==> config.mk <==
export PLATFORM = sky130hd
export DESIGN_NAME = positional_power_string_hash_flat
export DESIGN_NICKNAME = d
export VERILOG_FILES = /design/src/rtl/ppsh_pkg.sv /design/src/rtl/ppsh_if.sv /design/src/rtl/positional_power_string_hash.sv /design/src/flat_wrapper.sv
export VERILOG_INCLUDE_DIRS = /design/src /design/src/rtl
export SDC_FILE = /design/constraint.sdc
export NUM_CORES = 2
export LEC_CHECK = 0
export ABC_AREA = 1
export BUFFER_PORTS_ARGS = -buffer_cell sky130_fd_sc_hd__buf_2
export CORE_MARGIN = 2
export CORE_UTILIZATION = 30
export DETAILED_ROUTE_END_ITERATION = 16
export GPL_TIMING_DRIVEN = 0
export PLACE_DENSITY_LB_ADDON = 0.1
export SLEW_MARGIN = 20
export SYNTH_ARGS = -nofsm -noshare
export SYNTH_HDL_FRONTEND = slang
export SYNTH_SLANG_ARGS = --single-unit
==> constraint.sdc <==
create_clock -name clk -period 23.3 [get_ports clk]
set_input_delay 1.165 -clock clk [delete_from_list [all_inputs] [get_ports clk]]
set_output_delay 1.165 -clock clk [all_outputs]
set_load 0.05 [all_outputs]
==> src/rtl/assert_macros.svh <==
// Assertion macros for the string hash block.
// Define NO_ASSERTIONS to compile the checks away.
`ifndef ASSERT_MACROS_SVH
`define ASSERT_MACROS_SVH

`ifndef NO_ASSERTIONS

`define ASSERT_RST(label, clk, rst, prop, msg) \
  label: assert property (@(posedge clk) disable iff (rst) prop) else $error(msg);

`define ASSERT_CLK(label, clk, prop, msg) \
  label: assert property (@(posedge clk) prop) else $error(msg);

`else

`define ASSERT_RST(label, clk, rst, prop, msg)

`define ASSERT_CLK(label, clk, prop, msg)

`endif

`endif

==> src/rtl/ppsh_pkg.sv <==
// Shared types and constants of the positional power string hash.
// No dependencies.
package ppsh_pkg;

  localparam int unsigned HASH_W  = 32;
  localparam int unsigned CHAR_W  = 8;
  localparam int unsigned CFG_IDX_W = 2;

  localparam logic [HASH_W-1:0] RESET_MULTIPLIER = 32'd6293815;

  localparam logic [CFG_IDX_W-1:0] REG_MULTIPLIER    = 2'd0;
  localparam logic [CFG_IDX_W-1:0] REG_IGNORE_BLANKS = 2'd1;
  localparam logic [CFG_IDX_W-1:0] REG_FOLD_CASE     = 2'd2;

  localparam logic [CHAR_W-1:0] CHAR_TAB   = 8'd9;
  localparam logic [CHAR_W-1:0] CHAR_CR    = 8'd13;
  localparam logic [CHAR_W-1:0] CHAR_SPACE = 8'd32;
  localparam logic [CHAR_W-1:0] CHAR_LOW_A = 8'd97;
  localparam logic [CHAR_W-1:0] CHAR_LOW_Z = 8'd122;
  localparam logic [CHAR_W-1:0] CASE_DIST  = 8'd32;

  typedef enum logic [1:0] {
    ST_IDLE,
    ST_POS,
    ST_CHR,
    ST_POW
  } state_t;

  typedef enum logic [1:0] {
    MUL_POS,
    MUL_CHR,
    MUL_POW
  } mul_sel_t;

endpackage

==> src/rtl/ppsh_if.sv <==
// Handshake channels of the string hash: character input and hash output.
// Depends on ppsh_pkg for widths.
interface ppsh_char_if;
  import ppsh_pkg::*;
  logic              valid;
  logic              ready;
  logic [CHAR_W-1:0] ch;
  logic              end_of_string;

  modport source (output valid, output ch, output end_of_string, input ready);
  modport sink   (input valid, input ch, input end_of_string, output ready);
endinterface

interface ppsh_hash_if;
  import ppsh_pkg::*;
  logic              valid;
  logic              ready;
  logic [HASH_W-1:0] hash;

  modport source (output valid, output hash, input ready);
  modport sink   (input valid, input hash, output ready);
endinterface

==> src/rtl/positional_power_string_hash.sv <==
// Positional power string hash: top level with sequencer and shared multiplier.
// Depends on ppsh_pkg, ppsh_if.sv and assert_macros.svh.
//
//   channel   dir  payload               transfer
//   char_in   in   ch, end_of_string     valid && ready
//   hash_out  out  hash                  valid && ready
//   cfg       in   cfg_index, cfg_wdata  cfg_we
//
// A hashed character is accepted in ST_IDLE, then passes through ST_POS, ST_CHR
// and ST_POW, using the one 32x32 multiplier for power*position, *char and
// power*multiplier. Skipped blanks and end items leave the state in ST_IDLE.
// The hash sits in an output register; a new string starts while it waits,
// only an end item stalls. Reset is synchronous and needs no clearing pass.
`include "assert_macros.svh"

module positional_power_string_hash (
  input  logic                            clk,
  input  logic                            rst,
  ppsh_char_if.sink                       char_in,
  ppsh_hash_if.source                     hash_out,
  input  logic                            cfg_we,
  input  logic [ppsh_pkg::CFG_IDX_W-1:0]  cfg_index,
  input  logic [ppsh_pkg::HASH_W-1:0]     cfg_wdata
);
  import ppsh_pkg::*;

  state_t            state, state_next;
  mul_sel_t          mul_sel;

  logic [HASH_W-1:0] multiplier;
  logic              ignore_blanks;
  logic              fold_case;

  logic [HASH_W-1:0] running_sum;
  logic [HASH_W-1:0] running_power;
  logic [HASH_W-1:0] position;
  logic [HASH_W-1:0] partial;
  logic [CHAR_W-1:0] chr;

  logic              out_valid;
  logic [HASH_W-1:0] out_hash;

  logic              in_xfer;
  logic              end_xfer;
  logic              char_start;
  logic              pos_one;
  logic              is_blank;
  logic              is_lower;
  logic [CHAR_W-1:0] ch_fold;

  logic [HASH_W-1:0] mul_a, mul_b;
  logic [HASH_W-1:0] mul_p;

  assign char_in.ready = (state == ST_IDLE) &&
                         !(char_in.end_of_string && out_valid && !hash_out.ready);
  assign in_xfer    = char_in.valid && char_in.ready;
  assign end_xfer   = in_xfer && char_in.end_of_string;
  assign char_start = in_xfer && !char_in.end_of_string && !(ignore_blanks && is_blank);
  assign pos_one    = (position == {{(HASH_W-1){1'b0}}, 1'b1});

  assign is_blank = ((char_in.ch >= CHAR_TAB) && (char_in.ch <= CHAR_CR)) ||
                    (char_in.ch == CHAR_SPACE);
  assign is_lower = (char_in.ch >= CHAR_LOW_A) && (char_in.ch <= CHAR_LOW_Z);
  assign ch_fold  = (fold_case && is_lower) ? (char_in.ch - CASE_DIST) : char_in.ch;

  assign hash_out.valid = out_valid;
  assign hash_out.hash  = out_hash;

  // shared multiplier, low word kept
  always_comb begin
    unique case (mul_sel)
      MUL_POS: begin
        mul_a = running_power;
        mul_b = position;
      end
      MUL_CHR: begin
        mul_a = partial;
        mul_b = {{(HASH_W-CHAR_W){1'b0}}, chr};
      end
      MUL_POW: begin
        mul_a = running_power;
        mul_b = multiplier;
      end
      default: begin
        mul_a = running_power;
        mul_b = multiplier;
      end
    endcase
  end

  assign mul_p = mul_a * mul_b;

  always_ff @(posedge clk) begin
    if (rst) begin
      state <= ST_IDLE;
    end else begin
      state <= state_next;
    end
  end

  always_comb begin
    state_next = state;
    mul_sel    = MUL_POW;
    unique case (state)
      ST_IDLE: begin
        if (char_start) begin
          state_next = ST_POS;
        end
      end
      ST_POS: begin
        mul_sel    = MUL_POS;
        state_next = ST_CHR;
      end
      ST_CHR: begin
        mul_sel    = MUL_CHR;
        state_next = ST_POW;
      end
      ST_POW: begin
        mul_sel    = MUL_POW;
        state_next = ST_IDLE;
      end
      default: state_next = ST_IDLE;
    endcase
  end

  // configuration registers
  always_ff @(posedge clk) begin
    if (rst) begin
      multiplier    <= RESET_MULTIPLIER;
      ignore_blanks <= 1'b0;
      fold_case     <= 1'b0;
    end else if (cfg_we) begin
      if (cfg_index == REG_MULTIPLIER) begin
        multiplier <= cfg_wdata;
      end
      if (cfg_index == REG_IGNORE_BLANKS) begin
        ignore_blanks <= cfg_wdata[0];
      end
      if (cfg_index == REG_FOLD_CASE) begin
        fold_case <= cfg_wdata[0];
      end
    end
  end

  // running state
  always_ff @(posedge clk) begin
    if (rst) begin
      running_sum   <= '0;
      running_power <= RESET_MULTIPLIER;
      position      <= {{(HASH_W-1){1'b0}}, 1'b1};
    end else if (end_xfer) begin
      running_sum   <= '0;
      running_power <= multiplier;
      position      <= {{(HASH_W-1){1'b0}}, 1'b1};
    end else if (cfg_we && (cfg_index == REG_MULTIPLIER) && pos_one &&
                 (running_sum == '0)) begin
      running_power <= cfg_wdata;
    end else begin
      unique case (state)
        ST_CHR: running_sum <= running_sum + mul_p;
        ST_POW: begin
          running_power <= mul_p;
          position      <= position + {{(HASH_W-1){1'b0}}, 1'b1};
        end
        ST_IDLE, ST_POS: ;
        default: ;
      endcase
    end
  end

  always_ff @(posedge clk) begin
    if (state == ST_POS) begin
      partial <= mul_p;
    end
    if (in_xfer) begin
      chr <= ch_fold;
    end
  end

  // output register
  always_ff @(posedge clk) begin
    if (rst) begin
      out_valid <= 1'b0;
    end else if (end_xfer) begin
      out_valid <= 1'b1;
    end else if (hash_out.ready) begin
      out_valid <= 1'b0;
    end
  end

  always_ff @(posedge clk) begin
    if (end_xfer) begin
      out_hash <= running_sum;
    end
  end

  `ASSERT_RST(a_busy, clk, rst, (state != ST_IDLE) |-> !char_in.ready, "ready while busy")
  `ASSERT_RST(a_res_src, clk, rst, $rose(out_valid) |-> $past(end_xfer), "stray result")
  `ASSERT_RST(a_restart, clk, rst, end_xfer |=> (running_sum == '0) && pos_one, "no restart")
  `ASSERT_RST(a_start, clk, rst, char_start |=> (state == ST_POS), "no sequence start")

endmodule

==> src/flat_wrapper.sv <==
// flat-port wrapper written by rule: the top's interface ports become plain ports
module positional_power_string_hash_flat import ppsh_pkg::*;
  (clk, rst, cfg_we, cfg_index, cfg_wdata, char_in_valid, char_in_ch, char_in_end_of_string, char_in_ready, hash_out_valid, hash_out_hash, hash_out_ready);
  ppsh_char_if char_in_i ();
  ppsh_hash_if hash_out_i ();
  input  logic clk;
  input  logic rst;
  input  logic cfg_we;
  input  logic [ppsh_pkg::CFG_IDX_W-1:0] cfg_index;
  input  logic [ppsh_pkg::HASH_W-1:0] cfg_wdata;
  input wire logic [$bits(char_in_i.valid)-1:0] char_in_valid;
  input wire logic [$bits(char_in_i.ch)-1:0] char_in_ch;
  input wire logic [$bits(char_in_i.end_of_string)-1:0] char_in_end_of_string;
  output wire logic [$bits(char_in_i.ready)-1:0] char_in_ready;
  output wire logic [$bits(hash_out_i.valid)-1:0] hash_out_valid;
  output wire logic [$bits(hash_out_i.hash)-1:0] hash_out_hash;
  input wire logic [$bits(hash_out_i.ready)-1:0] hash_out_ready;
  assign char_in_i.valid = char_in_valid;
  assign char_in_i.ch = char_in_ch;
  assign char_in_i.end_of_string = char_in_end_of_string;
  assign char_in_ready = char_in_i.ready;
  assign hash_out_valid = hash_out_i.valid;
  assign hash_out_hash = hash_out_i.hash;
  assign hash_out_i.ready = hash_out_ready;
  positional_power_string_hash u_core (.clk(clk), .rst(rst), .char_in(char_in_i), .hash_out(hash_out_i), .cfg_we(cfg_we), .cfg_index(cfg_index), .cfg_wdata(cfg_wdata));
endmodule
==> results.sh <==
export IMPL_final_cell_mix="nand2_1 (838), inv_1 (694), fa_1 (409), nor2_1 (389), ha_1 (164)"
export IMPL_die_area_um2=92500
export IMPL_rrSetupSlack_ns=11.08
export IMPL_via_per_inst=4.90
export IMPL_endpoint="u_core.running_sum[31]"
export IMPL_postLayoutCoreUtil_pct=33.1
export IMPL_area_growth_syn_to_layout_pct=9.77
export IMPL_slew_viol_final=0
export IMPL_clockRootBuffer="clkbuf_16"
export IMPL_cts_sinks=205
export IMPL_ys_ff_latch=205
export IMPL_dp_cells=4786
export IMPL_cp_max_fo=10
export IMPL_fin_skew_ns=0.0307
export IMPL_seq_area_frac_synth_pct=17.8
export IMPL_clk_pin_slew_worst_paths_ns=0.06
export IMPL_cts_resized=0
export IMPL_start_util_pct=30.2
export IMPL_routed_wl_um=113000
export IMPL_gp_congestion=0.936
export IMPL_syn_area_um2=27000
export IMPL_cp_start_kind="flop"
export IMPL_arrival_ns=12.65
export IMPL_period_minus_slack_ns=12.22
export IMPL_nNetsFinal=4256
export IMPL_port_buffers=81
export IMPL_cts_tree="yes"
export IMPL_worst_r2r_path_depth=42
export IMPL_multi_input_area_um2=19000
export IMPL_tightest_slew_ns=1.21
export IMPL_wire_per_inst_um=23.5
export IMPL_hold_viol=0
export IMPL_ys_warn_count=0
export IMPL_seq_area_um2=4820
export IMPL_dp_hpwl_um=93400
export IMPL_fillers=9857
export IMPL_cts_inserted_buffers=22
export IMPL_synth_edf_count=72
export IMPL_hold_buffers=0
export IMPL_rsz0062_at_grt="false"
export IMPL_drive_above_1_share_pct=5.70
export IMPL_slowest_delay_ns=0.87
export IMPL_grt_overflow=0
export IMPL_htree_levels=1
export IMPL_grt_usage_pct=24.6
export IMPL_synthCells=3526
export IMPL_r2r_end="u_core.running_sum[31]"
export IMPL_hp_class="reg -> reg"
export IMPL_slew_headroom_pct=18.9
export IMPL_row_count=110
export IMPL_fp_dieW_um=304
export IMPL_path_common_cell="inv_1"
export IMPL_vias=23647
export IMPL_ant_nets=0
export IMPL_min_path_cells=2
export IMPL_clock_latency_ns=0.55
export IMPL_tns_ns=0
export IMPL_pin_count=82
export IMPL_synthFlopType="dfxtp_1"
export IMPL_detail_route_first_pass_iterations=7
export IMPL_clock_path_buffers=3
export IMPL_critical_path_class="reg -> reg"
export IMPL_syn_nets=4148
export IMPL_worstSetupEndpointType="flop"
export IMPL_final_common_cell="nand2_1"
export IMPL_r2r_start="u_core.state[0]"
export IMPL_final_cells=4827
export IMPL_finalSetupViolations=0
export IMPL_fmax_mhz=81.8
export IMPL_status="complete, no violations"
export IMPL_ys_types=55
export IMPL_crit_slowest_cell="xnor2_1"
export IMPL_avgSynthCellArea_um2=7.67
export IMPL_drc=0
export IMPL_die_y_um=304
export IMPL_antenna_found_initial=3
export IMPL_synth_async_sr_flop_share_pct=0
export IMPL_coreArea_um2=89600
export IMPL_fin_crit_sh_pct=52.4
export IMPL_grt_pass1_vias=24106
export IMPL_drt_initial_drc_count=1826
export IMPL_critPathLaunch="u_core.state[0]"
export IMPL_grt_pass1_wl_um=166000
export IMPL_required_ns=23.73
export IMPL_drv_cap=0
export IMPL_grt_start_max_net_pins=42
export IMPL_cts_setup_buffers=0
## area by class of cell
class / instances / share of cell area (%)
Buffer: 121 / 1.80
Timing Repair Buffer: 84 / 1.51
Clock inverter: 5 / 0.114
Inverter: 711 / 8.99
Clock buffer: 34 / 2.18
Antenna cell: 2 / 0.0169
Tap cell: 1176 / 4.96
Sequential cell: 205 / 16.3
Multi-Input combinational cell: 2489 / 64.2
## flip-flops by register name, summed over array words and instances, names as in the netlist, 2 cells and up
signal / cells
u_core.position: 32
u_core.state: 2
u_core.chr: 8
u_core.running_power: 32
u_core.multiplier: 32
u_core.partial: 32
u_core.hash_out.hash: 32
u_core.running_sum: 32
## cells by family (layout without fill, tap and decap cells)
group	count (synthesis)	after routing	share of synthesized area, %
and+or+nand+nor	1446	1446	21.7
DFF	205	205	17.8
other	0	2	0
adders and majority gates	574	574	37.9
xor gates and xnor gates	67	67	2.17
buffers and inverters	832	955	11.8
AOI/OAI and AO/OA	402	402	8.59
## per-stage QoR
stage / hold WS, ns / setup slack, ns / area, µm²
4_1_cts: 0.471 / 11.18 / 29700
3_5_place_dp: 0.458 / 11.26 / 29000
2_1_floorplan: 0.424 / 14.11 / 27000
3_3_place_gp: 0.455 / 10.46 / 28900
6_report: 0.466 / 11.08 / 29700
5_1_grt: 0.490 / 10.63 / 29700
## metal layers
metal  track usage (%)  wire length, µm
met4              8.18             4430
met1              33.7            51200
met5                 0                0
met3              2.22             5580
met2              40.7            52300
## synthesized netlist by cell type, types with 9 or more instances
cell | number | area [µm²]
nand2_1 | 838 | 3150
inv_1 | 694 | 2610
fa_1 | 409 | 8190
nor2_1 | 389 | 1460
ha_1 | 165 | 2060
a21oi_1 | 152 | 761
dfxtp_1 | 133 | 2660
o21ai_0 | 126 | 631
nand3_1 | 98 | 490
clkbuf_1 | 94 | 353
edfxtp_1 | 72 | 2160
xor2_1 | 46 | 403
a31oi_1 | 30 | 188
nor3_1 | 26 | 130
nand4_1 | 24 | 150
nor4_1 | 24 | 150
xnor2_1 | 21 | 184
or2_2 | 17 | 106
o211ai_1 | 16 | 120
o21ai_1 | 16 | 80.1
buf_2 | 15 | 75.1
inv_2 | 11 | 41.3
o21ai_2 | 9 | 78.8
## worst min-delay path by stage
| stage | from | slack (ns) | end |
|---|---|---|---|
| floorplan | u_core.fold_case | 0.42 | u_core.fold_case |
| global placement | u_core.running_power[2] | 0.45 | u_core.running_power[2] |
| detailed placement | u_core.running_power[2] | 0.46 | u_core.running_power[2] |
| CTS | u_core.fold_case | 0.47 | u_core.fold_case |
| global route | u_core.fold_case | 0.49 | u_core.fold_case |
| finish | u_core.fold_case | 0.47 | u_core.fold_case |
## critical path, delay by kind of cell, from the launching register on
kind            cells  cell delay [ns]
compound gates      8             2.12
buf+inv            11             2.32
fa+ha+maj          11             4.74
simple gates       11             1.66
xor+xnor            1             0.87
flops               1             0.38
Power is not shown: default switching activity piles up to over one toggle a cycle in this logic, so the estimate is an artifact.
